==> src/rtl/core/mswse_pkg.sv <==
// Shared types and constants of the multi-source window state encoder.
// No dependencies; every other file of the block imports this package.
package mswse_pkg;

  localparam int MAX_SOURCES = 2;
  localparam int SAMPLE_BITS = 4;
  localparam int CODE_BITS   = 30;

  localparam int BASE_W      = 5;
  localparam int WIN_W       = 4;
  localparam int LEN_W       = 5;
  localparam int NSRC_W      = 2;
  localparam int SRC_W       = (MAX_SOURCES > 1) ? $clog2(MAX_SOURCES) : 1;
  localparam int FILL_W      = 5;
  localparam int RADIX_W     = 31;
  localparam int CFG_INDEX_W = 3;
  localparam int CFG_DATA_W  = 5;

  localparam logic [FILL_W-1:0]  FILL_MAX   = '1;
  localparam logic [RADIX_W-1:0] RADIX_CAP  = '1;
  localparam logic [RADIX_W-1:0] CODE_LIMIT = RADIX_W'(64'd1 << CODE_BITS);

  localparam logic [CFG_INDEX_W-1:0] REG_ACTIVE_SOURCES = 3'd0;
  localparam logic [CFG_INDEX_W-1:0] REG_BASE_0         = 3'd1;
  localparam logic [CFG_INDEX_W-1:0] REG_HIST_0         = 3'd2;
  localparam logic [CFG_INDEX_W-1:0] REG_FUT_0          = 3'd3;
  localparam logic [CFG_INDEX_W-1:0] REG_BASE_1         = 3'd4;
  localparam logic [CFG_INDEX_W-1:0] REG_HIST_1         = 3'd5;
  localparam logic [CFG_INDEX_W-1:0] REG_FUT_1          = 3'd6;

  localparam logic [1:0] STATUS_OK         = 2'd0;
  localparam logic [1:0] STATUS_BAD_SAMPLE = 2'd1;
  localparam logic [1:0] STATUS_BAD_CONFIG = 2'd2;

  typedef logic [MAX_SOURCES-1:0][SAMPLE_BITS-1:0] sample_row_t;

  typedef enum logic [2:0] {
    ST_IDLE,
    ST_CHECK,
    ST_DIGIT,
    ST_FOLD,
    ST_TOTAL,
    ST_OUT
  } seq_state_t;

  typedef struct packed {
    logic [NSRC_W-1:0]                  num_src;
    logic [MAX_SOURCES-1:0][BASE_W-1:0] base;
    logic [MAX_SOURCES-1:0][WIN_W-1:0]  hist;
    logic [MAX_SOURCES-1:0][WIN_W-1:0]  fut;
    logic [WIN_W-1:0]                   max_f;
    logic [LEN_W-1:0]                   fill_need;
    logic                               bad;
  } cfg_view_t;

endpackage

==> src/rtl/core/mswse_if.sv <==
// Valid/ready channels of the encoder: sample steps in, codes out.
// Depends on mswse_pkg for field widths.
interface mswse_in_if import mswse_pkg::*; ();
  logic                   valid;
  logic                   ready;
  logic                   first_sample;
  logic [SAMPLE_BITS-1:0] value_0;
  logic [SAMPLE_BITS-1:0] value_1;

  modport source (output valid, first_sample, value_0, value_1, input ready);
  modport sink   (input valid, first_sample, value_0, value_1, output ready);
endinterface

interface mswse_out_if import mswse_pkg::*; ();
  logic                 valid;
  logic                 ready;
  logic [CODE_BITS-1:0] encoded;
  logic [1:0]           status;

  modport source (output valid, encoded, status, input ready);
  modport sink   (input valid, encoded, status, output ready);
endinterface

==> src/rtl/core/mswse_cfg.sv <==
// Configuration register file of the encoder and the checks derived from it.
// Depends on mswse_pkg.
module mswse_cfg import mswse_pkg::*; #(
  parameter int MAX_WINDOW = 8
) (
  input  logic                   clk,
  input  logic                   rst,
  input  logic                   cfg_wen,
  input  logic [CFG_INDEX_W-1:0] cfg_index,
  input  logic [CFG_DATA_W-1:0]  cfg_data,
  output cfg_view_t              view
);

  logic [NSRC_W-1:0]                  active;
  logic [MAX_SOURCES-1:0][BASE_W-1:0] base;
  logic [MAX_SOURCES-1:0][WIN_W-1:0]  hist;
  logic [MAX_SOURCES-1:0][WIN_W-1:0]  fut;

  logic [NSRC_W-1:0] num_src;
  logic [WIN_W-1:0]  max_h;
  logic [WIN_W-1:0]  max_f;
  logic              bad;

  always_ff @(posedge clk) begin
    if (rst) begin
      active <= NSRC_W'(1);
      base   <= {MAX_SOURCES{BASE_W'(2)}};
      hist   <= {MAX_SOURCES{WIN_W'(1)}};
      fut    <= '0;
    end else if (cfg_wen) begin
      case (cfg_index)
        REG_ACTIVE_SOURCES: active  <= cfg_data[NSRC_W-1:0];
        REG_BASE_0:         base[0] <= cfg_data[BASE_W-1:0];
        REG_HIST_0:         hist[0] <= cfg_data[WIN_W-1:0];
        REG_FUT_0:          fut[0]  <= cfg_data[WIN_W-1:0];
        REG_BASE_1:         base[1] <= cfg_data[BASE_W-1:0];
        REG_HIST_1:         hist[1] <= cfg_data[WIN_W-1:0];
        REG_FUT_1:          fut[1]  <= cfg_data[WIN_W-1:0];
        default: ;
      endcase
    end
  end

  always_comb begin
    num_src = (active > NSRC_W'(MAX_SOURCES)) ? NSRC_W'(MAX_SOURCES) : active;
    max_h   = WIN_W'(1);
    max_f   = '0;
    bad     = (num_src == '0);
    for (int i = 0; i < MAX_SOURCES; i++) begin
      if (NSRC_W'(i) < num_src) begin
        if (base[i] < BASE_W'(2)) bad = 1'b1;
        if (hist[i] > WIN_W'(MAX_WINDOW) || fut[i] > WIN_W'(MAX_WINDOW)) bad = 1'b1;
        if (hist[i] == '0 && fut[i] == '0) bad = 1'b1;
        if (hist[i] > max_h) max_h = hist[i];
        if (fut[i] > max_f) max_f = fut[i];
      end
    end
  end

  always_comb begin
    view.num_src   = num_src;
    view.base      = base;
    view.hist      = hist;
    view.fut       = fut;
    view.max_f     = max_f;
    view.fill_need = LEN_W'(max_h) + LEN_W'(max_f);
    view.bad       = bad;
  end

endmodule

==> src/rtl/core/multi_source_window_state_encoder_top.sv <==
// Top level of the multi-source window state encoder: history memory and sequencer.
// Depends on mswse_pkg, mswse_if (channels) and mswse_cfg (register file).
//
//   channel  | dir | handshake     | word
//   step     | in  | valid / ready | first_sample, value_0, value_1
//   result   | out | valid / ready | encoded, status
//   cfg      | in  | cfg_wen       | cfg_index, cfg_data
//
// A step is accepted only in ST_IDLE, then runs ST_CHECK, per active source ST_DIGIT once
// per window digit, ST_FOLD and ST_TOTAL, then ST_OUT; a bad base, window or source count
// skips to ST_OUT. The history memory, with one read port, yields one window digit per cycle.
// Reset is synchronous; the history needs no clearing, only samples of the current trial
// are read. A code waits in the output register; the sequencer holds in its last step
// only while an earlier code is still untaken.
module multi_source_window_state_encoder_top import mswse_pkg::*; #(
  parameter int MAX_WINDOW = 8
) (
  input  logic                   clk,
  input  logic                   rst,
  input  logic                   cfg_wen,
  input  logic [CFG_INDEX_W-1:0] cfg_index,
  input  logic [CFG_DATA_W-1:0]  cfg_data,
  mswse_in_if.sink               step,
  mswse_out_if.source            result
);

  localparam int DEPTH = 2 * MAX_WINDOW;
  localparam int PTR_W = (DEPTH > 1) ? $clog2(DEPTH) : 1;
  localparam int IDX_W = PTR_W + 1;

  cfg_view_t view;

  mswse_cfg #(.MAX_WINDOW(MAX_WINDOW)) u_cfg (
    .clk       (clk),
    .rst       (rst),
    .cfg_wen   (cfg_wen),
    .cfg_index (cfg_index),
    .cfg_data  (cfg_data),
    .view      (view)
  );

  sample_row_t hist_mem [DEPTH];
  sample_row_t mem_q;
  logic [PTR_W-1:0] wr_addr;
  logic [PTR_W-1:0] rd_addr;
  logic [IDX_W-1:0] rd_sum;
  logic [LEN_W-1:0] age;
  logic             accept;

  seq_state_t state, state_next;
  logic [PTR_W-1:0]     wr_ptr, wr_ptr_next;
  logic [FILL_W-1:0]    fill, fill_next;
  logic                 bad_seen, bad_seen_next;
  logic                 out_valid, out_valid_next;
  logic [SRC_W-1:0]     src, src_next;
  logic [LEN_W-1:0]     k, k_next;
  logic [CODE_BITS-1:0] st, st_next;
  logic [RADIX_W-1:0]   rad, rad_next;
  logic [RADIX_W-1:0]   total, total_next;
  logic [CODE_BITS-1:0] code, code_next;
  logic                 cfg_bad, cfg_bad_next;
  logic [CODE_BITS-1:0] out_encoded, out_encoded_next;
  logic [1:0]           out_status, out_status_next;

  logic [CODE_BITS+BASE_W-1:0] st_prod;
  logic [RADIX_W+BASE_W-1:0]   rad_prod;
  logic [2*CODE_BITS-1:0]      code_prod;
  logic [2*RADIX_W-1:0]        total_prod;
  logic [LEN_W-1:0]            len_sel;
  logic [PTR_W-1:0]            ptr_base;
  logic [FILL_W-1:0]           fill_base;
  logic                        sample_bad;
  logic                        load;

  assign step.ready      = (state == ST_IDLE);
  assign accept          = step.valid && step.ready;
  assign result.valid    = out_valid;
  assign result.encoded  = out_encoded;
  assign result.status   = out_status;

  assign wr_addr = step.first_sample ? '0 : wr_ptr;

  always_ff @(posedge clk) begin
    if (accept) begin
      hist_mem[wr_addr] <= {step.value_1, step.value_0};
    end
    mem_q <= hist_mem[rd_addr];
  end

  always_comb begin
    age    = LEN_W'(view.max_f) + LEN_W'(view.hist[src_next]) - LEN_W'(1) - k_next;
    rd_sum = IDX_W'(wr_ptr) + IDX_W'(DEPTH - 1) - IDX_W'(age);
    if (rd_sum >= IDX_W'(DEPTH)) begin
      rd_addr = PTR_W'(rd_sum - IDX_W'(DEPTH));
    end else begin
      rd_addr = PTR_W'(rd_sum);
    end
  end

  always_comb begin
    st_prod    = st * view.base[src];
    rad_prod   = rad * view.base[src];
    code_prod  = code * rad[CODE_BITS-1:0];
    total_prod = total * rad;
    len_sel    = LEN_W'(view.hist[src]) + LEN_W'(view.fut[src]);
    ptr_base   = step.first_sample ? '0 : wr_ptr;
    fill_base  = step.first_sample ? '0 : fill;
    sample_bad = 1'b0;
    if (NSRC_W'(0) < view.num_src && BASE_W'(step.value_0) >= view.base[0]) sample_bad = 1'b1;
    if (NSRC_W'(1) < view.num_src && BASE_W'(step.value_1) >= view.base[1]) sample_bad = 1'b1;

    state_next       = state;
    wr_ptr_next      = wr_ptr;
    fill_next        = fill;
    bad_seen_next    = bad_seen;
    src_next         = src;
    k_next           = k;
    st_next          = st;
    rad_next         = rad;
    total_next       = total;
    code_next        = code;
    cfg_bad_next     = cfg_bad;
    out_encoded_next = out_encoded;
    out_status_next  = out_status;
    load             = 1'b0;

    case (state)
      ST_IDLE: begin
        if (accept) begin
          wr_ptr_next   = (ptr_base == PTR_W'(DEPTH - 1)) ? '0 : ptr_base + 1'b1;
          fill_next     = (fill_base == FILL_MAX) ? FILL_MAX : fill_base + 1'b1;
          bad_seen_next = (bad_seen && !step.first_sample) || sample_bad;
          state_next    = ST_CHECK;
        end
      end
      ST_CHECK: begin
        src_next     = '0;
        k_next       = '0;
        st_next      = '0;
        rad_next     = RADIX_W'(1);
        total_next   = RADIX_W'(1);
        code_next    = '0;
        cfg_bad_next = view.bad;
        state_next   = view.bad ? ST_OUT : ST_DIGIT;
      end
      ST_DIGIT: begin
        st_next  = st_prod[CODE_BITS-1:0] + CODE_BITS'(mem_q[src]);
        rad_next = (rad_prod > (RADIX_W+BASE_W)'(RADIX_CAP)) ? RADIX_CAP
                                                            : rad_prod[RADIX_W-1:0];
        if (k + 1'b1 < len_sel) begin
          k_next = k + 1'b1;
        end else begin
          state_next = ST_FOLD;
        end
      end
      ST_FOLD: begin
        code_next  = code_prod[CODE_BITS-1:0] + st;
        state_next = ST_TOTAL;
      end
      ST_TOTAL: begin
        total_next = total_prod[RADIX_W-1:0];
        if (total_prod > (2*RADIX_W)'(CODE_LIMIT)) cfg_bad_next = 1'b1;
        if (NSRC_W'(src) + 1'b1 < view.num_src) begin
          src_next   = src + 1'b1;
          k_next     = '0;
          st_next    = '0;
          rad_next   = RADIX_W'(1);
          state_next = ST_DIGIT;
        end else begin
          state_next = ST_OUT;
        end
      end
      ST_OUT: begin
        if (!cfg_bad && fill < view.fill_need) begin
          state_next = ST_IDLE;
        end else if (!out_valid || result.ready) begin
          load       = 1'b1;
          state_next = ST_IDLE;
          if (cfg_bad) begin
            out_status_next  = STATUS_BAD_CONFIG;
            out_encoded_next = '0;
          end else if (bad_seen) begin
            out_status_next  = STATUS_BAD_SAMPLE;
            out_encoded_next = '0;
          end else begin
            out_status_next  = STATUS_OK;
            out_encoded_next = code;
          end
        end
      end
      default: state_next = ST_IDLE;
    endcase

    out_valid_next = (out_valid && !result.ready) || load;
  end

  always_ff @(posedge clk) begin
    if (rst) begin
      state     <= ST_IDLE;
      wr_ptr    <= '0;
      fill      <= '0;
      bad_seen  <= 1'b0;
      out_valid <= 1'b0;
    end else begin
      state     <= state_next;
      wr_ptr    <= wr_ptr_next;
      fill      <= fill_next;
      bad_seen  <= bad_seen_next;
      out_valid <= out_valid_next;
    end
  end

  always_ff @(posedge clk) begin
    src         <= src_next;
    k           <= k_next;
    st          <= st_next;
    rad         <= rad_next;
    total       <= total_next;
    code        <= code_next;
    cfg_bad     <= cfg_bad_next;
    out_encoded <= out_encoded_next;
    out_status  <= out_status_next;
  end

endmodule

==> src/flat_wrapper.sv <==
// flat-port wrapper written by rule: the top's interface ports become plain ports
module multi_source_window_state_encoder_top_flat import mswse_pkg::*;
#(
  parameter int MAX_WINDOW = 8
)
  (clk, rst, cfg_wen, cfg_index, cfg_data, step_valid, step_first_sample, step_value_0, step_value_1, step_ready, result_valid, result_encoded, result_status, result_ready);
  mswse_in_if step_i ();
  mswse_out_if result_i ();
  input  logic clk;
  input  logic rst;
  input  logic cfg_wen;
  input  logic [CFG_INDEX_W-1:0] cfg_index;
  input  logic [CFG_DATA_W-1:0] cfg_data;
  input wire logic [$bits(step_i.valid)-1:0] step_valid;
  input wire logic [$bits(step_i.first_sample)-1:0] step_first_sample;
  input wire logic [$bits(step_i.value_0)-1:0] step_value_0;
  input wire logic [$bits(step_i.value_1)-1:0] step_value_1;
  output wire logic [$bits(step_i.ready)-1:0] step_ready;
  output wire logic [$bits(result_i.valid)-1:0] result_valid;
  output wire logic [$bits(result_i.encoded)-1:0] result_encoded;
  output wire logic [$bits(result_i.status)-1:0] result_status;
  input wire logic [$bits(result_i.ready)-1:0] result_ready;
  assign step_i.valid = step_valid;
  assign step_i.first_sample = step_first_sample;
  assign step_i.value_0 = step_value_0;
  assign step_i.value_1 = step_value_1;
  assign step_ready = step_i.ready;
  assign result_valid = result_i.valid;
  assign result_encoded = result_i.encoded;
  assign result_status = result_i.status;
  assign result_i.ready = result_ready;
  multi_source_window_state_encoder_top #(.MAX_WINDOW(MAX_WINDOW)) u_core (.clk(clk), .rst(rst), .cfg_wen(cfg_wen), .cfg_index(cfg_index), .cfg_data(cfg_data), .step(step_i), .result(result_i));
endmodule
==> config.mk <==
export PLATFORM = sky130hd
export DESIGN_NAME = multi_source_window_state_encoder_top_flat
export DESIGN_NICKNAME = d
export VERILOG_FILES = /design/src/rtl/core/mswse_pkg.sv /design/src/rtl/core/mswse_if.sv /design/src/rtl/core/mswse_cfg.sv /design/src/rtl/core/multi_source_window_state_encoder_top.sv /design/src/flat_wrapper.sv
export SDC_FILE = /design/constraint.sdc
export NUM_CORES = 2
export LEC_CHECK = 0
export ABC_AREA = 0
export BUFFER_PORTS_ARGS = -buffer_cell sky130_fd_sc_hd__clkbuf_2
export CORE_MARGIN = 10
export CORE_UTILIZATION = 60
export CTS_BUF_LIST = sky130_fd_sc_hd__clkbuf_4 sky130_fd_sc_hd__clkbuf_8 sky130_fd_sc_hd__clkbuf_16
export CTS_CLUSTER_SIZE = 25
export DETAILED_ROUTE_END_ITERATION = 12
export GPL_ROUTABILITY_DRIVEN = 0
export PLACE_DENSITY = 0.84
export SETUP_SLACK_MARGIN = 0.2
export SYNTH_ARGS = -nofsm -noshare
export SYNTH_HDL_FRONTEND = slang
export SYNTH_SLANG_ARGS = --single-unit
export TNS_END_PERCENT = 100
==> constraint.sdc <==
create_clock -name clk -period 11.62 [get_ports clk]
set_input_delay 1.743 -clock clk [delete_from_list [all_inputs] [get_ports clk]]
set_output_delay 1.743 -clock clk [all_outputs]
set_load 0.01 [all_outputs]
Yosys cells after proc, flatten, opt, wreduce, memory -nomap -nowiden
Memories as Yosys holds them, arrays and structs flattened. A register that Yosys moved wholly into a read port is not among the register bits. Index checks and enable logic that the tools add are counted.

Register bits: 203. RAM bits: 128. Input port bits: 22. Output and inout port bits: 34. Word-level logic and storage cells: 184. Memories kept: 1.

Add/sub/neg operators: 15. Multiply operators: 4. Order comparisons: 23. Equality and inequality tests: 18. Muxes and demuxes: 61. Bitwise operators: 1. Reduce and logical (&&, ||, !) cells: 40.

Memories: u_core.hist_mem (depth 16, bits a word 8, read ports 1, clocked after Yosys merged registers in 1, write ports 1, line multi_source_window_state_encoder_top.sv:42) `sample_row_t hist_mem [DEPTH];`.

Operators with widths (number): $pmux W31 S3 (1); $pmux W30 S3 (1); $mux W4 (19); $gt A62 B31 Y1 const B (1); $mul A31 B31 Y62 (1); $mux W31 (2); $pmux W31 S2 (1); $pmux W30 S2 (1); $gt A36 B31 Y1 const B (1); $mul A31 B5 Y36 (1); $add A30 B30 Y30 (1); $add A30 B4 Y30 (1); $mul A30 B30 Y30 (1); $mul A30 B5 Y30 (1); $mux W30 (1); $mux W5 (6); $reduce_and A2 Y1 (10); $mux W1 (18); $mux W3 (6); $pmux W3 S6 (1); $gt A4 B4 Y1 const B (4); $logic_not A4 Y1 (4); $add A4 B4 Y5 (3); $eq A3 B3 Y1 const B (5); other kinds (38) (71).

Logic depth before layout (Yosys ltp)
Depth after elaboration: 13. Mapped depth: 32. Depth with buffers taken out: 29.

Cells and area by module
A second synthesis with hierarchy kept.

Cells, all modules: 7339. Area, all modules: 69106.3 um2.

Modules (own cells, without submodules): multi_source_window_state_encoder_top (times used 1, cells each 7159, area each 67455.9 um2, sequential area each 9068.7 um2); mswse_cfg (times used 1, cells each 180, area each 1650.3 um2, sequential area each 560.5 um2).

Least setup slack after synthesis
OpenSTA, ideal clock, no wires.

Path type: register to register. From: register u_core.state[0]. To: register u_core.mem_q[5] (netlist name) (read register of u_core.hist_mem). Library setup time: 0.133 ns. Arrival time: 9.146 ns. Data required time: 11.487 ns. Slack: 2.342 ns. Stages on the path, launching flop included: 19. Path buffers: 4. Period minus slack after synthesis: 9.278 ns. Cell sequence: dfxtp_1 -> clkbuf_1 -> xnor2_1 -> nor2_1 -> nor2_1 -> nor2_1 -> o21ai_0 -> nand2_1 -> o21a_1 -> fa_1 -> inv_1 -> fa_1 -> ha_1 -> clkbuf_1 -> buf_1 -> clkbuf_1 -> mux4_2 -> mux2i_1 -> a21oi_1.

Word-level cells in the longest chain between the ends: 10. Elaborated cells on any way between the ends: 14. Classes of those cells: 5 x add/sub; 1 x order compare; 3 x eq/ne; 5 x mux.

Ends and longest elaborated chain: from (decl) (line multi_source_window_state_encoder_top.sv:50) `seq_state_t state, state_next;`; from (signal assigned) (line multi_source_window_state_encoder_top.sv:205) `state <= state_next;`; $eq A3 B3 Y1 or $eq A3 B1 Y1 (tied branches) (line multi_source_window_state_encoder_top.sv:127) `case (state)`; $pmux W1 S2 (line multi_source_window_state_encoder_top.sv:127); $mux W4 (not written as such) (2 in series) (line multi_source_window_state_encoder_top.sv:91) `age = LEN_W'(view.max_f) + LEN_W'(view.hist[src_next]) - LEN_W'(1) - k_next;`; $add A4 B4 Y5 (line multi_source_window_state_encoder_top.sv:91); $sub A5 B1 Y5 (line multi_source_window_state_encoder_top.sv:91); $sub A5 B5 Y5 * (line multi_source_window_state_encoder_top.sv:91); $sub A5 B5 Y5 * (line multi_source_window_state_encoder_top.sv:92) `rd_sum = IDX_W'(wr_ptr) + IDX_W'(DEPTH - 1) - IDX_W'(age);`; $sub A4 B1 Y4 or $ge A5 B5 Y1 (tied branches) (line multi_source_window_state_encoder_top.sv:94, multi_source_window_state_encoder_top.sv:93); $mux W4 * (line multi_source_window_state_encoder_top.sv:93) `if (rd_sum >= IDX_W'(DEPTH)) begin`; to (decl) (line multi_source_window_state_encoder_top.sv:43) `sample_row_t mem_q;`.

Every way passes the cells marked *; elsewhere a longest branch is shown, timed or not. The select of a mux whose other input is x is not followed. A chain may end at the register's enable or synchronous reset.

Final worst setup path
From: register u_core.rad[10]. To: register u_core.cfg_bad, enable pin.

Word-level cells in the longest chain between the ends: 4.

Ends and longest elaborated chain: from (decl) (line multi_source_window_state_encoder_top.sv:58) `logic [RADIX_W-1:0] rad, rad_next;`; from (signal assigned) (line multi_source_window_state_encoder_top.sv:217) `rad <= rad_next;`; $mul A31 B31 Y62 (line multi_source_window_state_encoder_top.sv:104) `total_prod = total * rad;`; $gt A62 B31 Y1 (line multi_source_window_state_encoder_top.sv:162) `if (total_prod > (2*RADIX_W)'(CODE_LIMIT)) cfg_bad_next = 1'b1;`; $ne A2 B1 Y1 (no source line); $reduce_and A2 Y1 (no source line); to (signal assigned) (line multi_source_window_state_encoder_top.sv:220) `cfg_bad <= cfg_bad_next;`; to (decl) (line multi_source_window_state_encoder_top.sv:61) `logic cfg_bad, cfg_bad_next;`.

No other way between the ends.

==> impl_metrics.py <==
metrics = {
    "finish": {
        "fin_nets": 9141,
        "drive_gt1_frac": 0.04446,
        "fin_cells": 8759,
        "syn_to_final_growth_pct": 4.435,
        "mostFrequentLayoutCells": "inv_1 (1541), fa_1 (1391), nand2_1 (1242), and2_1 (586), ha_1 (517)",
        "final_cell_area_um2": 72250,
        "mostFrequentLayoutCell": "inv_1",
    },
    "floorplan": {
        "core_area_um2": 114300,
        "num_rows": 124,
        "die_y_um": 359.6,
        "die_w_um": 359.6,
        "die_area_um2": 129300,
        "pin_count": 56,
        "start_util": 0.6050,
    },
    "timing": {
        "finalSetupViolCount": 0,
        "report.final.slew_viol_count": 0,
        "fin_crit_ps": 10180,
        "rsz0062_at_grt": "no",
        "finalSetupTns_ps": 0,
        "final_hold_viol_count": 0,
        "fin_ws_ps": 1444,
        "slew_headroom": 0.006399,
        "fmaxAchievable_mhz": 98.27,
        "fin_skew_ps": 56.65,
        "worst_pin_slew_ps": 1490,
        "min_period_over_period": 0.8758,
    },
    "synthesis": {
        "ys_async_sr_fraction": 0,
        "synth_edf_count": 284,
        "ys_warn_count": 0,
        "synth-seq-area-share": 0.1392,
        "syn_area_um2": 69180,
        "synth_seq_cells": 339,
        "synth_nets": 9348,
        "synth_top_flop_cell": "edfxtp_1",
        "avgSynthCellArea_um2": 9.329,
        "synth_cell_type_count": 74,
        "syn_inst": 7416,
    },
    "place": {
        "dp_cells": 8676,
        "pre_cts_ws_ps": 1855,
        "place_area_um2": 70700,
        "hpwl_um": 137000,
        "io_buffers": 55,
    },
    "drt": {
        "vias_per_cell": 5.965,
        "drtAntennaViolNets": 0,
        "first_pass_iters": 9,
        "drc": 0,
        "post_drt_wl_per_cell_um": 21.28,
        "vias": 52248,
        "drt_iter0_drc": 5462,
        "wl_um": 186400,
    },
    "clock_tree": {
        "cts.sinks": 339,
        "cts-root-buf": "clkbuf_16",
        "cts_tree": "done",
        "clock_latency_ps": 670,
        "clk_pin_slew_ps": 70,
        "hold_buffers": 0,
        "cts_resized": 0,
        "cts_htree_levels": 2,
        "cts_made_buffers": 43,
        "cts_setup_buffers": 0,
        "ctsLongestPathBuffers": 3,
    },
    "grt": {
        "antenna_found_initial": 5,
        "overflow": 0,
        "grt_pass1_vias": 56185,
        "grt_usage": 0.2903,
        "grt_pass1_wl_um": 301700,
        "grt_max_degree": 62,
    },
    "worst_setup_path": {
        "start_kind": "flop",
        "crit_type": "reg -> reg",
        "required_ps": 12050,
        "path_max_fanout": 31,
        "endpoint_kind": "flop",
        "cp.arrival_ps": 10610,
    },
    "status": {
        "outcome": "finished clean",
    },
    "flow_run": {
        "cap_violations": 0,
    },
    "worst_hold_path": {
        "hp-class": "reg -> reg",
    },
}
## synthesized netlist by cell type, types with 11 or more instances
library cell / number / area [um2]
a211oi_1: 37 / 277.8
a21o_1: 69 / 518.0
a21oi_1: 157 / 785.8
a31oi_1: 15 / 93.84
a41oi_1: 35 / 306.5
and2_1: 586 / 3666
and3_1: 31 / 193.9
buf_1: 13 / 48.80
clkbuf_1: 401 / 1505
dfxtp_1: 55 / 1101
edfxtp_1: 284 / 8528
fa_1: 1392 / 27870
ha_1: 518 / 6481
inv_1: 1541 / 5784
mux2_2: 19 / 214.0
mux2i_1: 39 / 390.4
mux4_2: 32 / 720.7
nand2_1: 1243 / 4666
nand2b_1: 31 / 193.9
nand3_1: 38 / 190.2
nand4_1: 19 / 118.9
nor2_1: 204 / 765.7
nor2b_1: 86 / 538.0
nor3_1: 40 / 200.2
nor4_1: 13 / 81.33
o211ai_1: 20 / 150.1
o21a_1: 25 / 187.7
o21ai_0: 106 / 530.5
o21bai_1: 21 / 157.7
o22ai_1: 11 / 68.82
o31ai_1: 12 / 90.09
or3_1: 23 / 143.9
xnor2_1: 115 / 1007
xor2_1: 59 / 516.8
## sequential cells by signal (all words and copies together), names as in the netlist, named ones only
name and count:
u_core.bad_seen 1, u_core.cfg_bad 1, u_core.code 30, u_core.fill 5, u_core.hist_mem 128, u_core.k 4
u_core.mem_q 8, u_core.rad 31, u_core.result.encoded 30, u_core.result.status 2, u_core.result.valid 1, u_core.src 1
u_core.st 30, u_core.state 3, u_core.total 31, u_core.u_cfg.active 2, u_core.u_cfg.view 26, u_core.wr_ptr 4
## worst max-delay path, stage by stage, from the launching register on
cell and delay, ps:
edfxtp_1 1080, buf_4 540, nand2_1 190, fa_1 620
fa_1 450, fa_1 540, inv_1 50, fa_1 480
fa_1 570, fa_1 430, fa_1 510, inv_1 60
fa_1 490, inv_1 40, ha_1 420, a211oi_1 290
o21bai_1 140, nor4_1 420, o211ai_1 250, o21ai_1 650
o211ai_1 270, a22oi_1 300, a211oi_1 130, a211oi_1 250
mux2_2 370, o41a_1 420
## cells by family (layout without fill, tap and decap cells)
kind of cell / after synthesis / in the layout / synth area share
AO/OA/AOI/OAI: 592 / 592 / 0.05643
XOR/XNOR: 175 / 175 / 0.02235
adder cells (fa/ha/maj): 1910 / 1910 / 0.4965
buffers and inverters: 1955 / 1782 / 0.1061
flip-flops: 339 / 339 / 0.1392
multiplexers: 91 / 91 / 0.01937
other: 0 / 4 / 0
AND/OR/NAND/NOR: 2354 / 2354 / 0.1601
## through the flow
| step | hold slack [ps] | utilization |
|---|---|---|
| 6_report | 524.2 | 0.6319 |
| 2_1_floorplan | 456.8 | - |
| 4_1_cts | 523.3 | 0.6318 |
| 3_5_place_dp | 506.7 | 0.6183 |
| 5_1_grt | 560.2 | 0.6318 |
| 3_3_place_gp | 499.5 | 0.6183 |
## per-layer routing
layer  global-route usage  vias up  part of all wire
met5                    0        -           0.00036
met1               0.3614    25934              0.35
met2               0.4652     3335              0.46
li1                     -    22096                 -
met3              0.07082      879              0.12
met4               0.1577        4             0.068
## cell type report
type	count	area (um2)
inverter	1541	5784
antenna	4	10.01
multi-input combinational	5122	52320
clock buffer	57	1181
timing repair buffer	162	1079
tap	1512	1892
fill	8692	42100
sequential	339	9629
clock inverter	22	357.8
## final timing paths
path | startpoint | to | slack, ps | cells past startpoint
worst min-delay path | u_core.u_cfg.active[0] | u_core.u_cfg.active[0] | 520 | 2
worst min register to register | u_core.u_cfg.active[0] | u_core.u_cfg.active[0] | 520 | 2
worst max register to register | u_core.rad[10] | u_core.cfg_bad | 1440 | 25
worst max-delay path | u_core.rad[10] | u_core.cfg_bad | 1440 | 25
Power is left out: the tool's default activity adds up to more than one toggle a clock period on the data nets, which glitch-free logic cannot reach.
